--- src/rtl/fca_pkg.sv ---
// Package: entry kinds, status and opcode codes, table size and stream widths of the chain allocator.
package fca_pkg;

    typedef enum logic [1:0] {
        KIND_FREE = 2'd0,
        KIND_END  = 2'd1,
        KIND_LINK = 2'd2
    } kind_t;

    localparam logic [2:0] ST_OK        = 3'd0;
    localparam logic [2:0] ST_NO_SPACE  = 3'd1;
    localparam logic [2:0] ST_BAD_COUNT = 3'd2;
    localparam logic [2:0] ST_BAD_BLOCK = 3'd3;
    localparam logic [2:0] ST_BROKEN    = 3'd4;

    localparam logic [1:0] OP_CREATE = 2'd0;
    localparam logic [1:0] OP_DELETE = 2'd1;
    localparam logic [1:0] OP_LOOKUP = 2'd2;

    // table size, tied to the 5-bit block_id and 6-bit free_blocks fields
    localparam int NUM_BLOCKS = 32;

    localparam int S_DATA_W = 24;
    localparam int M_DATA_W = 32;
    localparam int CFG_W    = 8;

endpackage

--- src/rtl/fat_chain_allocator_top.sv ---
// Chain allocator: block table in a synchronous memory, create/delete/lookup sequencer.
//
//  channel | signals                      | direction | content
//  s_      | s_tvalid s_tready s_tdata    | in        | opcode, block_id, word_count
//  m_      | m_tvalid m_tready m_tdata    | out       | status, result_block, is_end,
//          |                              |           | is_free, word_address, free_blocks
//  cfg_    | cfg_valid cfg_ready cfg_data | in        | block_words
//
//  One item at a time.
//  Create scans the table one entry per cycle from index 0.
//  Delete walks the chain one entry per cycle (one read and one write per step).
//  The result waits in an output register; s_tready rises again once it is loaded.
//  Reset marks every entry free through per-entry valid bits, no sweep.
module fat_chain_allocator_top (
    input  logic                           aclk,
    input  logic                           aresetn,
    input  logic                           s_tvalid,
    output logic                           s_tready,
    // [1:0] opcode, [6:2] block_id, [22:7] word_count, [23] zero
    input  logic [fca_pkg::S_DATA_W-1:0]   s_tdata,
    output logic                           m_tvalid,
    input  logic                           m_tready,
    // [2:0] status, [7:3] result_block, [8] is_end, [9] is_free,
    // [25:10] word_address, [31:26] free_blocks
    output logic [fca_pkg::M_DATA_W-1:0]   m_tdata,
    input  logic                           cfg_valid,
    output logic                           cfg_ready,
    input  logic [fca_pkg::CFG_W-1:0]      cfg_data
);

    localparam int NUM_BLOCKS = fca_pkg::NUM_BLOCKS;
    localparam int IW  = (NUM_BLOCKS > 1) ? $clog2(NUM_BLOCKS) : 1;
    localparam int FCW = $clog2(NUM_BLOCKS + 1);
    localparam int EW  = IW + 2;
    localparam int PW  = FCW + 8;
    localparam int CW  = (PW > 16) ? PW : 16;

    typedef enum logic [7:0] {
        S_IDLE     = 8'b0000_0001,
        S_DISPATCH = 8'b0000_0010,
        S_C_SCAN   = 8'b0000_0100,
        S_C_END    = 8'b0000_1000,
        S_C_ADDR   = 8'b0001_0000,
        S_D_CHECK  = 8'b0010_0000,
        S_L_CHECK  = 8'b0100_0000,
        S_DONE     = 8'b1000_0000
    } state_t;

    // table memory and its per-entry valid bits
    logic [EW-1:0]         mem [NUM_BLOCKS];
    logic [NUM_BLOCKS-1:0] valid_reg;
    logic [EW-1:0]         rd_data_reg;
    logic                  rd_ok_reg;
    logic [IW-1:0]         rd_addr;
    logic                  wr_en;
    logic [IW-1:0]         wr_addr;
    logic [EW-1:0]         wr_data;

    state_t          state_reg, state_next;
    logic [1:0]      op_reg, op_next;
    logic [4:0]      id_reg, id_next;
    logic [15:0]     count_reg, count_next;
    logic [15:0]     rem_reg, rem_next;
    logic [IW-1:0]   scan_idx_reg, scan_idx_next;
    logic            chk_vld_reg, chk_vld_next;
    logic [IW-1:0]   chk_idx_reg, chk_idx_next;
    logic [IW-1:0]   prev_reg, prev_next;
    logic [IW-1:0]   head_reg, head_next;
    logic            have_prev_reg, have_prev_next;
    logic [IW-1:0]   cur_reg, cur_next;
    logic [IW-1:0]   steps_reg, steps_next;
    logic            fwd_reg, fwd_next;
    logic [FCW-1:0]  free_count_reg, free_count_next;
    logic [2:0]      res_status_reg, res_status_next;
    logic [4:0]      res_block_reg, res_block_next;
    logic            res_end_reg, res_end_next;
    logic            res_free_reg, res_free_next;
    logic [15:0]     res_addr_reg, res_addr_next;
    logic            m_tvalid_reg, m_tvalid_next;
    logic [fca_pkg::M_DATA_W-1:0] m_tdata_reg, m_tdata_next;
    logic [7:0]      block_words_reg;
    logic [PW-1:0]   mul_reg;

    logic [7:0]          bw_eff;
    logic [FCW-1:0]      mul_a;
    fca_pkg::kind_t      rd_kind;
    logic [IW-1:0]       rd_link;
    logic                rd_free;
    logic                id_in_range;
    logic [IW-1:0]       id_idx;

    assign bw_eff      = (block_words_reg == 8'd0) ? 8'd1 : block_words_reg;
    assign rd_kind     = rd_ok_reg ? fca_pkg::kind_t'(rd_data_reg[EW-1:IW]) : fca_pkg::KIND_FREE;
    assign rd_link     = rd_ok_reg ? rd_data_reg[IW-1:0] : '0;
    assign rd_free     = (rd_kind == fca_pkg::KIND_FREE);
    assign id_in_range = (32'(id_reg) < NUM_BLOCKS);
    assign id_idx      = IW'(id_reg);

    assign s_tready  = (state_reg == S_IDLE);
    assign cfg_ready = 1'b1;
    assign m_tvalid  = m_tvalid_reg;
    assign m_tdata   = m_tdata_reg;

    always_comb begin
        case (state_reg)
            S_IDLE:  mul_a = free_count_reg;
            S_C_END: mul_a = FCW'(head_reg);
            default: mul_a = FCW'(id_idx);
        endcase
    end

    always_comb begin
        state_next      = state_reg;
        op_next         = op_reg;
        id_next         = id_reg;
        count_next      = count_reg;
        rem_next        = rem_reg;
        scan_idx_next   = scan_idx_reg;
        chk_vld_next    = chk_vld_reg;
        chk_idx_next    = chk_idx_reg;
        prev_next       = prev_reg;
        head_next       = head_reg;
        have_prev_next  = have_prev_reg;
        cur_next        = cur_reg;
        steps_next      = steps_reg;
        fwd_next        = fwd_reg;
        free_count_next = free_count_reg;
        res_status_next = res_status_reg;
        res_block_next  = res_block_reg;
        res_end_next    = res_end_reg;
        res_free_next   = res_free_reg;
        res_addr_next   = res_addr_reg;
        m_tvalid_next   = m_tvalid_reg && !m_tready;
        m_tdata_next    = m_tdata_reg;
        rd_addr         = id_idx;
        wr_en           = 1'b0;
        wr_addr         = prev_reg;
        wr_data         = '0;

        case (state_reg)
            S_IDLE: begin
                if (s_tvalid) begin
                    op_next    = s_tdata[1:0];
                    id_next    = s_tdata[6:2];
                    count_next = s_tdata[22:7];
                    state_next = S_DISPATCH;
                end
            end
            S_DISPATCH: begin
                res_status_next = fca_pkg::ST_OK;
                res_block_next  = '0;
                res_end_next    = 1'b0;
                res_free_next   = 1'b0;
                res_addr_next   = '0;
                state_next      = S_DONE;
                case (op_reg)
                    fca_pkg::OP_CREATE: begin
                        if (count_reg == 16'd0) begin
                            res_status_next = fca_pkg::ST_BAD_COUNT;
                        end else if (CW'(count_reg) > CW'(mul_reg)) begin
                            res_status_next = fca_pkg::ST_NO_SPACE;
                        end else begin
                            rem_next       = count_reg;
                            scan_idx_next  = '0;
                            chk_vld_next   = 1'b0;
                            have_prev_next = 1'b0;
                            state_next     = S_C_SCAN;
                        end
                    end
                    fca_pkg::OP_DELETE: begin
                        if (!id_in_range) begin
                            res_status_next = fca_pkg::ST_BAD_BLOCK;
                        end else begin
                            cur_next   = id_idx;
                            steps_next = '0;
                            fwd_next   = 1'b0;
                            state_next = S_D_CHECK;
                        end
                    end
                    fca_pkg::OP_LOOKUP: begin
                        if (!id_in_range) begin
                            res_status_next = fca_pkg::ST_BAD_BLOCK;
                        end else begin
                            state_next = S_L_CHECK;
                        end
                    end
                    default: ;
                endcase
            end
            S_C_SCAN: begin
                rd_addr       = scan_idx_reg;
                chk_vld_next  = 1'b1;
                chk_idx_next  = scan_idx_reg;
                scan_idx_next = (32'(scan_idx_reg) == NUM_BLOCKS - 1) ? scan_idx_reg
                                                                       : scan_idx_reg + 1'b1;
                if (chk_vld_reg && rd_free) begin
                    if (have_prev_reg) begin
                        wr_en   = 1'b1;
                        wr_addr = prev_reg;
                        wr_data = {fca_pkg::KIND_LINK, chk_idx_reg};
                    end else begin
                        head_next = chk_idx_reg;
                    end
                    prev_next       = chk_idx_reg;
                    have_prev_next  = 1'b1;
                    free_count_next = free_count_reg - 1'b1;
                    if (rem_reg <= 16'(bw_eff)) begin
                        state_next = S_C_END;
                    end else begin
                        rem_next = rem_reg - 16'(bw_eff);
                    end
                end
            end
            S_C_END: begin
                wr_en      = 1'b1;
                wr_addr    = prev_reg;
                wr_data    = {fca_pkg::KIND_END, {IW{1'b0}}};
                state_next = S_C_ADDR;
            end
            S_C_ADDR: begin
                res_block_next = 5'(head_reg);
                res_addr_next  = mul_reg[15:0];
                state_next     = S_DONE;
            end
            S_D_CHECK: begin
                if (rd_free || fwd_reg) begin
                    res_status_next = fca_pkg::ST_BROKEN;
                    state_next      = S_DONE;
                end else begin
                    wr_en           = 1'b1;
                    wr_addr         = cur_reg;
                    wr_data         = {fca_pkg::KIND_FREE, {IW{1'b0}}};
                    free_count_next = free_count_reg + 1'b1;
                    if (rd_kind == fca_pkg::KIND_END) begin
                        state_next = S_DONE;
                    end else if (32'(steps_reg) == NUM_BLOCKS - 1) begin
                        res_status_next = fca_pkg::ST_BROKEN;
                        state_next      = S_DONE;
                    end else begin
                        rd_addr    = rd_link;
                        cur_next   = rd_link;
                        fwd_next   = (rd_link == cur_reg);
                        steps_next = steps_reg + 1'b1;
                    end
                end
            end
            S_L_CHECK: begin
                res_block_next = (rd_kind == fca_pkg::KIND_LINK) ? 5'(rd_link) : 5'd0;
                res_end_next   = (rd_kind == fca_pkg::KIND_END);
                res_free_next  = rd_free;
                res_addr_next  = mul_reg[15:0];
                state_next     = S_DONE;
            end
            S_DONE: begin
                if (!m_tvalid_reg || m_tready) begin
                    m_tvalid_next = 1'b1;
                    m_tdata_next  = {6'(free_count_reg), res_addr_reg, res_free_reg,
                                     res_end_reg, res_block_reg, res_status_reg};
                    state_next    = S_IDLE;
                end
            end
            default: state_next = S_IDLE;
        endcase
    end

    always_ff @(posedge aclk) begin
        if (!aresetn) begin
            state_reg       <= S_IDLE;
            free_count_reg  <= FCW'(NUM_BLOCKS);
            m_tvalid_reg    <= 1'b0;
            block_words_reg <= 8'd1;
            valid_reg       <= '0;
        end else begin
            state_reg      <= state_next;
            free_count_reg <= free_count_next;
            m_tvalid_reg   <= m_tvalid_next;
            if (cfg_valid) begin
                block_words_reg <= cfg_data;
            end
            if (wr_en) begin
                valid_reg[wr_addr] <= 1'b1;
            end
        end
    end

    always_ff @(posedge aclk) begin
        op_reg         <= op_next;
        id_reg         <= id_next;
        count_reg      <= count_next;
        rem_reg        <= rem_next;
        scan_idx_reg   <= scan_idx_next;
        chk_vld_reg    <= chk_vld_next;
        chk_idx_reg    <= chk_idx_next;
        prev_reg       <= prev_next;
        head_reg       <= head_next;
        have_prev_reg  <= have_prev_next;
        cur_reg        <= cur_next;
        steps_reg      <= steps_next;
        fwd_reg        <= fwd_next;
        res_status_reg <= res_status_next;
        res_block_reg  <= res_block_next;
        res_end_reg    <= res_end_next;
        res_free_reg   <= res_free_next;
        res_addr_reg   <= res_addr_next;
        m_tdata_reg    <= m_tdata_next;
        mul_reg        <= PW'(mul_a * bw_eff);
    end

    always_ff @(posedge aclk) begin
        if (wr_en) begin
            mem[wr_addr] <= wr_data;
        end
        rd_data_reg <= mem[rd_addr];
        rd_ok_reg   <= valid_reg[rd_addr];
    end

endmodule

--- config.mk ---
export PLATFORM = sky130hd
export DESIGN_NAME = fat_chain_allocator_top
export DESIGN_NICKNAME = d
export VERILOG_FILES = /design/src/rtl/fca_pkg.sv /design/src/rtl/fat_chain_allocator_top.sv
export SDC_FILE = /design/constraint.sdc
export NUM_CORES = 1
export LEC_CHECK = 0
export ABC_AREA = 1
export BUFFER_PORTS_ARGS = -buffer_cell sky130_fd_sc_hd__clkbuf_2
export CELL_PAD_IN_SITES_DETAIL_PLACEMENT = 1
export CELL_PAD_IN_SITES_GLOBAL_PLACEMENT = 1
export CORE_MARGIN = 3
export CORE_UTILIZATION = 37
export DETAILED_ROUTE_END_ITERATION = 10
export PLACE_DENSITY_LB_ADDON = 0.3
export SLEW_MARGIN = 20
export SYNTH_ARGS = -nofsm -noshare
export SYNTH_HDL_FRONTEND = slang
export SYNTH_SLANG_ARGS = --single-unit
--- constraint.sdc ---
create_clock -name aclk -period 5.25 [get_ports aclk]
set_input_delay 0.525 -clock aclk [delete_from_list [all_inputs] [get_ports aclk]]
set_output_delay 0.525 -clock aclk [all_outputs]
set_load 0.01 [all_outputs]
==> out/metrics.yaml <==
outcome:
  status: "finished clean"
die:
  core.rowCount: 85
  die_y_um: 240.1
  die_area_um2: 57650
  start_util_pct: 37.53
  die_w_um: 240.1
  ios: 72
  coreArea_um2: 54030
yosys:
  synth_cell_types: 48
  synth_area_um2: 20280
  async_flop_share_pct: 0
  syn_area_per_cell_um2: 9.975
  synth_ff_type: "edfxtp_1"
  ys_warn_count: 0
  synth-edff-count: 350
  synth.ff_latch_count: 427
  synth_cells: 2033
  synth.yosys.seq_area_share_pct: 59.43
route:
  first_pass_iters: 5
  vias: 14553
  via_per_inst: 5.132
  routed_wl_um: 56710
  ant_nets: 0
  wl_per_cell_um: 20.00
  drtIter0Drc: 1022
  drc_errors: 0
pwr:
  switching_power_mw: 3.527
  p_comb_share_pct: 28.4
  ir_drop_mv: 0.2270
  p_clk_share_pct: 31.9
  finalPower_mw: 10.25
  powerDensity_nw_per_um2: 447.1
  p_leak_nw: 9.681
  power.internal_mw: 6.721
  switching_share_pct: 34.42
  p_seq_share_pct: 39.6
final_layout:
  layout-drive-gt1-share_pct: 11.50
  fin_cells: 2836
  stdcell_area_um2: 22920
  finalNetCount: 2216
  area_growth_pct: 13.04
  fillers: 6068
  diodes: 0
  largest_reg_flops: 224
worst_setup_path:
  r2r_slack_ns: 0.30
  r2r_start: "state_reg[5]"
  reg2reg_to: "mul_reg[10]"
  cp_max_fo: 8
  cp_slowest_stage_delay_ns: 0.55
  worstPathArrival_ns: 5.47
  slowest_stage: "fa_1"
  end_kind: "register"
  critPathKind: "reg2reg"
  cp_data_required_time_ns: 5.76
  r2r_cells: 22
  path_cells: "inv_1, nand2_1, nor2_4, nand4_1, buf_4, o22ai_1, a21oi_1, buf_4, or2_2, fa_1, fa_1, fa_1, inv_1, ha_1, a21oi_1, inv_1, a31oi_1, o21ai_0, a21oi_1, nor2_1, nor2_1, xor2_1"
  startpoint_type: "register"
clocking:
  root_buffer: "clkbuf_16"
  cts-htree-levels: 2
  insertion_delay_ns: 0.58
  hold_buffers: 0
  cts_tree: "done"
  clkSlewWorstSetupHoldPaths_ns: 0.06
  cts_buffers: 48
  cts_num_sinks: 427
  cts_buffer_depth: 3
sta:
  skew_ns: 0.01898
  slew_viol_final: 0
  worst_slack_ns: 0.2964
  relSlewSlack_pct: 37.42
  period_needed_ns: 4.954
  setup-tns-final_ns: 0
  rsz0062_at_grt: "no"
  final-setup-viol-count: 0
  hold_viol: 0
  max_freq_mhz: 201.9
  max_slew.worst_pin.slew_ns: 0.9378
  fin_crit_sh_pct: 94.35
place:
  dp_hpwl_um: 38240
  placed_cell_area_um2: 21340
  numPortBuffers: 67
  dpl_worst_slack_ns: 0.1719
  place_inst: 2742
  gp_congestion: 0.8128
grt:
  grt_pass1_wl_um: 87420
  grt_use_total_pct: 19.65
  grt_remaining_overflow: 0
  antenna_found_initial: 0
  grt_pass1_vias: 15515
  grt_max_degree: 129
worst_hold_path:
  hold_depth: 1
  min_from: "s_tdata[16]"
  min_to: "count_reg[9]"
  hp-class: "in2reg"
job:
  maxCapViolCount: 0
==> layout by cell type, fill, tap and decap left out, drive strengths merged, types with 18 or more instances in the layout <==
cell and count:
fa 27, a21oi 80, nand3b 37, buf 31
clkinv 18, nor2 140, inv 330, nand3 312
clkbuf 137, nand2 396, edfxtp 350, ha 52
o21ai 51, dfxtp 77
==> worst max-delay path by stage <==
| stage | start | endpoint | cells after the start | slack, ns |
|---|---|---|---|---|
| 6_report | state_reg[5] | mul_reg[10] | 22 | 0.30 |
| 5_1_grt | state_reg[5] | mul_reg[10] | 22 | 0.009 |
| 4_1_cts | state_reg[6] | mul_reg[10] | 21 | 0.16 |
| 3_5_place_dp | state_reg[5] | mul_reg[10] | 21 | 0.17 |
| 3_3_place_gp | state_reg[5] | mul_reg[10] | 21 | 0.33 |
| 2_1_floorplan | state_reg[6] | mul_reg[10] | 22 | 0.81 |
==> power by group through the flow <==
stage	Combinational, mW	Sequential (mW)	Clock [mW]
after floorplan	2.05	4.04	0
after global placement	2.79	4.13	0
after detailed placement	2.89	4.13	0
after CTS	2.91	4.06	3.34
after global routing	3.29	4.07	3.48
final	2.91	4.06	3.27
==> per-layer routing <==
| metal | track usage (%) | routed length (um) |
|---|---|---|
| met1 | 26.00 | 24690 |
| met5 | 0 | 0 |
| met2 | 33.54 | 27920 |
| met4 | 6.266 | 1605 |
| met3 | 2.661 | 2496 |
==> layout make-up <==
cell class | instances | area [um^2] | area share [%]
clock buffer | 70 | 1405 | 6.130
clock inverter | 20 | 140.1 | 0.6114
inverter | 331 | 1242 | 5.420
multi-input combinational | 1194 | 6619 | 28.88
sequential | 427 | 12050 | 52.58
tap | 696 | 870.8 | 3.799
timing repair buffer | 98 | 593.1 | 2.587
==> timing repair <==
action	4_1_cts	5_1_grt
endpoints found under the setup margin	0	3
setup buffers	0	4
resized for setup	0	1
hold endpoints to repair	0	0
==> cells by family after synthesis <==
| logic type | after synthesis | synth area share, % |
|---|---|---|
| and+or+nand+nor | 926 | 20.82 |
| DFF | 427 | 59.43 |
| buffers and inverters | 413 | 8.188 |
| AOI/OAI and AO/OA | 160 | 4.523 |
| adders and majority gates | 79 | 5.874 |
| xor gates and xnor gates | 26 | 1.123 |
| other | 2 | 0.03703 |
==> cells in the mapped netlist (4+ instances only) <==
cell type / n / area (um^2)
a21oi_1: 78 / 390.4
a31oi_1: 5 / 31.28
buf_2: 40 / 200.2
buf_4: 12 / 90.09
clkbuf_1: 27 / 101.4
clkinv_1: 4 / 15.01
dfxtp_1: 77 / 1541
edfxtp_1: 350 / 10510
fa_1: 27 / 540.5
ha_1: 52 / 650.6
inv_1: 311 / 1167
inv_2: 16 / 60.06
nand2_1: 385 / 1445
nand2_2: 9 / 56.30
nand3_1: 309 / 1546
nand3b_1: 37 / 277.8
nand4_1: 9 / 56.30
nor2_1: 124 / 465.5
nor2_2: 11 / 68.82
nor2_4: 4 / 45.04
nor3_1: 11 / 55.05
nor4_1: 9 / 56.30
o21ai_0: 45 / 225.2
o21ai_2: 5 / 43.79
o22ai_1: 6 / 37.54
o32ai_1: 5 / 43.79
or2_2: 10 / 62.56
xnor2_1: 9 / 78.83
xor2_1: 17 / 148.9
==> critical path: cells and delay by family (launching register included) <==
kind                       cells  cell delay [ns]
and+or+nand+nor                6             0.98
AOI/OAI and AO/OA              6             1.01
adders and majority gates      4             1.86
xor gates and xnor gates       1             0.14
buffers and inverters          5             0.56
DFF                            1             0.34
==> per-stage QoR <==
stage	hold slack [ns]	util, %
floorplan	0.4003	-
global route	0.09968	42.43
finish	0.1175	42.43
global placement	0.4060	39.50
detailed placement	0.4102	39.50
CTS	0.08620	42.36
(Power assumes the default switching activity.)
